### config.mk
export PLATFORM = sky130hd
export DESIGN_NAME = positional_list_insert_delete
export DESIGN_NICKNAME = d
export VERILOG_FILES = /design/src/rtl/core/plid_pkg.sv /design/src/rtl/core/plid_ctrl.sv /design/src/rtl/core/plid_datapath.sv /design/src/rtl/core/positional_list_insert_delete.sv
export SDC_FILE = /design/constraint.sdc
export NUM_CORES = 2
export LEC_CHECK = 0
export CAP_MARGIN = 20
export CORE_AREA = 8 8 330 332
export DETAILED_ROUTE_END_ITERATION = 8
export DIE_AREA = 0 0 338 340
export DONT_BUFFER_PORTS = 1
export SYNTH_ARGS = -nofsm -noshare
export SYNTH_HDL_FRONTEND = slang
export SYNTH_HIERARCHICAL = 1
export SYNTH_SLANG_ARGS = --single-unit
### constraint.sdc
create_clock -name clk -period 8.2 [get_ports clk]
set_clock_uncertainty 0.05 [all_clocks]
set_input_delay 1.64 -clock clk [delete_from_list [all_inputs] [get_ports clk]]
set_output_delay 1.64 -clock clk [all_outputs]
set_load 0.1 [all_outputs]
### src/rtl/core/plid_pkg.sv
// Package for the positional list block: sizes, codes and request/result types.
// No dependencies; used by every module of the block.
package plid_pkg;

  localparam int DEPTH      = 16;
  localparam int DATA_WIDTH = 32;
  localparam int POS_W      = 5;
  localparam int CNT_W      = $clog2(DEPTH + 1);
  localparam int IDX_W      = $clog2(DEPTH);
  localparam int CMP_W      = (CNT_W > POS_W) ? CNT_W : POS_W;

  localparam logic CMD_INSERT = 1'b0;
  localparam logic CMD_DELETE = 1'b1;

  typedef enum logic [1:0] {
    STATUS_DONE         = 2'd0,
    STATUS_BAD_POSITION = 2'd1,
    STATUS_FULL         = 2'd2
  } status_t;

  typedef struct packed {
    logic               command;
    logic [POS_W-1:0]   position;
    logic signed [31:0] value;
  } req_t;

  typedef struct packed {
    logic [1:0]         status;
    logic signed [31:0] removed_value;
    logic [4:0]         length_after;
  } result_t;

  typedef struct packed {
    logic load;
    logic exec;
  } ctrl_t;

endpackage

### src/rtl/core/plid_ctrl.sv
// Controller for the positional list block: accepts a request, steps the datapath.
// Depends on plid_pkg.
module plid_ctrl (
  input  logic              clk,
  input  logic              rst,
  input  logic              start,
  output logic              busy,
  output logic              done,
  output plid_pkg::ctrl_t   ctrl
);

  typedef enum logic {
    ST_IDLE,
    ST_EXEC
  } state_t;

  state_t state;

  always_ff @(posedge clk) begin
    if (rst) begin
      state <= ST_IDLE;
      done  <= 1'b0;
    end else begin
      unique case (state)
        ST_IDLE: begin
          done <= 1'b0;
          if (start) begin
            state <= ST_EXEC;
          end
        end
        ST_EXEC: begin
          done  <= 1'b1;
          state <= ST_IDLE;
        end
        default: begin
          state <= ST_IDLE;
          done  <= 1'b0;
        end
      endcase
    end
  end

  assign busy      = (state == ST_EXEC);
  assign ctrl.load = (state == ST_IDLE) && start;
  assign ctrl.exec = (state == ST_EXEC);

endmodule

### src/rtl/core/plid_datapath.sv
// Datapath for the positional list block: request register, element cells,
// length count and result register. Depends on plid_pkg.
module plid_datapath (
  input  logic               clk,
  input  logic               rst,
  input  plid_pkg::ctrl_t    ctrl,
  input  plid_pkg::req_t     request,
  output plid_pkg::result_t  result
);

  plid_pkg::req_t                         req;
  logic [plid_pkg::DATA_WIDTH-1:0]        elements [plid_pkg::DEPTH];
  logic [plid_pkg::DATA_WIDTH-1:0]        elements_next [plid_pkg::DEPTH];
  logic [plid_pkg::CNT_W-1:0]             count;
  logic [plid_pkg::CNT_W-1:0]             count_next;
  logic [plid_pkg::CMP_W-1:0]             pos;
  logic [plid_pkg::CMP_W-1:0]             pos_m1;
  logic [plid_pkg::CMP_W-1:0]             cnt;
  logic [plid_pkg::DATA_WIDTH-1:0]        val_ext;
  logic [plid_pkg::DATA_WIDTH-1:0]        picked;
  plid_pkg::status_t                      status;
  logic                                   do_ins;
  logic                                   do_del;

  assign pos     = plid_pkg::CMP_W'(req.position);
  assign pos_m1  = pos - plid_pkg::CMP_W'(1);
  assign cnt     = plid_pkg::CMP_W'(count);
  assign val_ext = plid_pkg::DATA_WIDTH'(req.value);
  assign picked  = elements[pos_m1[plid_pkg::IDX_W-1:0]];

  always_comb begin
    status = plid_pkg::STATUS_DONE;
    do_ins = 1'b0;
    do_del = 1'b0;
    if (req.command == plid_pkg::CMD_INSERT) begin
      if (pos > cnt) begin
        status = plid_pkg::STATUS_BAD_POSITION;
      end else if (count == plid_pkg::CNT_W'(plid_pkg::DEPTH)) begin
        status = plid_pkg::STATUS_FULL;
      end else begin
        do_ins = 1'b1;
      end
    end else begin
      if (pos == '0 || pos > cnt) begin
        status = plid_pkg::STATUS_BAD_POSITION;
      end else begin
        do_del = 1'b1;
      end
    end
  end

  // Slots past the length always hold zero, so every cell above the slot shifts.
  always_comb begin
    for (int i = 0; i < plid_pkg::DEPTH; i++) begin
      elements_next[i] = elements[i];
      if (do_ins) begin
        if (plid_pkg::CMP_W'(i) == pos) begin
          elements_next[i] = val_ext;
        end else if (plid_pkg::CMP_W'(i) > pos) begin
          elements_next[i] = elements[i-1];
        end
      end else if (do_del) begin
        if (plid_pkg::CMP_W'(i) >= pos_m1) begin
          if (i == plid_pkg::DEPTH - 1) begin
            elements_next[i] = '0;
          end else begin
            elements_next[i] = elements[i+1];
          end
        end
      end
    end
    count_next = count;
    if (do_ins) begin
      count_next = count + plid_pkg::CNT_W'(1);
    end else if (do_del) begin
      count_next = count - plid_pkg::CNT_W'(1);
    end
  end

  always_ff @(posedge clk) begin
    if (ctrl.load) begin
      req <= request;
    end
    if (ctrl.exec) begin
      result.status        <= status;
      result.removed_value <= do_del ? 32'(picked) : '0;
      result.length_after  <= 5'(count_next);
    end
  end

  always_ff @(posedge clk) begin
    if (rst) begin
      count <= '0;
      for (int i = 0; i < plid_pkg::DEPTH; i++) begin
        elements[i] <= '0;
      end
    end else if (ctrl.exec) begin
      count <= count_next;
      for (int i = 0; i < plid_pkg::DEPTH; i++) begin
        elements[i] <= elements_next[i];
      end
    end
  end

endmodule

### src/rtl/core/positional_list_insert_delete.sv
// Positional list top level: controller and datapath. Depends on plid_pkg,
// plid_ctrl and plid_datapath.
// Sequence: the request is captured at the accepting edge, then the element
// cells, length, result and done are registered at the end of the execute
// state. No request is taken while busy (execute state), so each one is done
// before the next; the next request is taken while done is high.
// Reset clears the list and its length; the receiver cannot stall results.
module positional_list_insert_delete (
  input  logic               clk,
  input  logic               rst,
  input  logic               start,
  output logic               busy,
  input  plid_pkg::req_t     request,
  output logic               done,
  output plid_pkg::result_t  result
);

  plid_pkg::ctrl_t ctrl;

  plid_ctrl u_ctrl (
    .clk   (clk),
    .rst   (rst),
    .start (start),
    .busy  (busy),
    .done  (done),
    .ctrl  (ctrl)
  );

  plid_datapath u_datapath (
    .clk     (clk),
    .rst     (rst),
    .ctrl    (ctrl),
    .request (request),
    .result  (result)
  );

endmodule

==> reports/metrics.cfg <==
[status]
status = finished, final reports clean

[setup_path]
endpoint_kind = flip-flop
cp_max_fo = 56
cp.required_ns = 8.41
arrival_ns = 5.02
cp-start-kind = flip-flop
crit_type = flip-flop to flip-flop

[power_and_ir_drop]
peakVddDrop_mv = 0.1240
cellPowerDensity_nw_per_um2 = 210.1
power_leakage_nw = 12.35

[cells_and_area]
syn_to_final_growth_pct = 8.366
utilization = 0.3734
multi_input_area_um2 = 16570
layout-drive-gt1-share = 0.07961
fin_nets = 3356
fillerInstances = 10250
seqCellArea_um2 = 17830

[floorplan]
die_area_um2 = 114900
core_um2 = 104100
rows = 119
start_util = 0.3446
ios = 82
die-height_um = 340
die_w_um = 338

[synth]
yosys.area_share.xor_xnor = 0.003628
ys_types = 54
synthMuxAreaShare = 0.1450
syn_inst = 3554
synth_area_leader_cell = edfxtp_1
yosys_register_bits = 596
synth_compound_gate_area_share = 0.1629
yosys_most_used_dff = edfxtp_1
synthDominantCellAreaShare = 0.4932
async_reset_ff_frac = 0
seq_area_frac_synth = 0.4971
synth_fa_ha_area_frac = 0.004535
synth_area_leaders = edfxtp_1 49%, mux2i_1 13%, a211oi_1 8.1%
synth_top_family_by_area = compound AO/OA/AOI/OAI gates
synth_edf_count = 589
synth_common_cells = 589 x edfxtp_1, 500 x nor2_1, 452 x mux2i_1
yosys_warnings = 6
syn_nets = 3608
syn_area_um2 = 35860
synth.avg_cell_area_um2 = 10.09
synth.most_common_cell = edfxtp_1
synthSimpleGateAreaFrac = 0.1373

[timing]
tightest_slew_ns = 1.266
finalHoldViolations = 0
fin_crit_sh = 0.5869
fmax_mhz = 207.8
setup_viol = 0
hold-worst-slack_ns = 0.5423
rsz0062_at_grt = no
period_needed_ns = 4.813
finalMaxSlewViolations = 0
relSlewSlack = 0.1563
timing.setup.tns_ns = 0

[route]
drt-total-wl_um = 126400
num_vias = 29220
route.detailed.drc = 0
ant_nets = 0
wire_per_inst_um = 26.62
viasPerCell = 6.156
first_pass_iters = 6
drt_iter0_markers = 3734

[global_routing]
grt_pass1_vias = 27520
grt_pass1_wl_um = 185600
grt_use_total = 0.2093
met2_usage = 0.3168
grt_remaining_overflow = 0
antenna_found_initial = 9
grt_busiest_layer = met2
met3_usage = 0.04355
met1_usage = 0.2951
grt_max_degree = 269

[run]
drv_cap = 0

[worst_hold_path]
hold_path.class = flip-flop to flip-flop

[clocking]
numCtsBuffers = 68
cts_tree = yes
cts_root_buf = clkbuf_16
h-tree-depth = 3
clkSlewWorstSetupHoldPaths_ns = 0.06
cts_buffer_depth = 3
cts.sinks = 596
cts_resized = 0
hold_buffers = 0
postCtsSetupRepairBufs = 0
clock_latency_ns = 0.63

[place]
dp_hpwl_um = 68470
port_buffers = 0
globalplace.congestion = 0.8300

==> sequential cells by signal, summed over array words and instances (netlist names) <==
register / count
u_datapath/elements: 512
u_datapath/result: 39
u_datapath/val_ext: 32
u_datapath/cnt: 5
u_datapath/pos: 5
u_ctrl/busy: 1
u_ctrl/done: 1
u_datapath/req: 1
==> worst max-delay path: stages, from the launching register on <==
cell	delay (ns)
edfxtp_1	0.88
buf_4	0.26
clkinv_2	0.10
ha_4	0.78
buf_4	0.72
or3_1	0.23
o21ai_0	0.13
a31oi_4	0.62
buf_4	0.55
==> kinds of logic (layout without fill, tap and decap cells) <==
kind of cell    count (synthesis)  count (layout)
other cells                     0               2
flops                         596             596
simple gates                 1180            1180
buf+inv                       406             206
mux                           512             512
xor+xnor                       14              14
compound gates                833             833
fa+ha+maj                      13              13
==> layout make-up <==
class / count / share of cell area
sequential: 596 / 0.4588
multi-input combinational: 2552 / 0.4265
clock buffer: 92 / 0.04720
tap: 1391 / 0.04478
timing repair buffer: 70 / 0.01648
clock inverter: 30 / 0.004765
inverter: 14 / 0.001384
antenna: 2 / 0.0001288
==> final timing paths <==
path | startpoint | end | slack (ns) | depth (start not counted)
setup / recovery | u_datapath/pos[0]$_DFFE_PP_ | u_datapath/elements[6][25]$_SDFFCE_PN0P_ | 3.39 | 8
setup reg to reg | u_datapath/pos[0]$_DFFE_PP_ | u_datapath/elements[6][25]$_SDFFCE_PN0P_ | 3.39 | 8
hold / removal | u_datapath/cnt[4]$_SDFFE_PP0P_ | u_datapath/result[4]$_DFFE_PP_ | 0.54 | 1
hold reg to reg | u_datapath/cnt[4]$_SDFFE_PP0P_ | u_datapath/result[4]$_DFFE_PP_ | 0.54 | 1
==> routing by layer <==
| layer | share of wire | wire (µm) |
|---|---|---|
| met3 | 0.10 | 12590 |
| met1 | 0.42 | 53500 |
| met2 | 0.44 | 56180 |
| met4 | 0.032 | 4053 |
| met5 | 0.00036 | 46 |
==> layout by cell type, fill, tap and decap left out, types with 61 or more instances in the layout <==
master,Yosys,routed
edfxtp_1,589,589
nor2_1,500,499
mux2i_1,452,452
a211oi_1,385,385
nand2_1,373,367
nand3_1,229,227
a21oi_1,167,159
a311oi_1,98,98
o21ai_0,80,77
clkbuf_16,0,70
buf_4,13,61
==> through the flow <==
stage | setup slack, ns | power (W) | instance area [µm²] | std cells
2_1_floorplan | 2.909 | 0.004822 | 35860 | 3554
3_3_place_gp | 3.415 | 0.005245 | 36800 | 4621
3_5_place_dp | 3.376 | 0.005259 | 36800 | 4621
4_1_cts | 3.330 | 0.008195 | 38820 | 4743
5_1_grt | 3.205 | 0.008445 | 38860 | 4746
6_report | 3.387 | 0.008166 | 38860 | 4747
==> report_power, final <==
group / switching (W) / internal (W) / leakage (nW)
combinational: 0.000884 / 0.000403 / 5.43
clock: 0.00132 / 0.00160 / 0.984
sequential: 0.000316 / 0.00364 / 5.94
total: 0.00252 / 0.00564 / 12.4
Power figures use the tool's default switching activity.
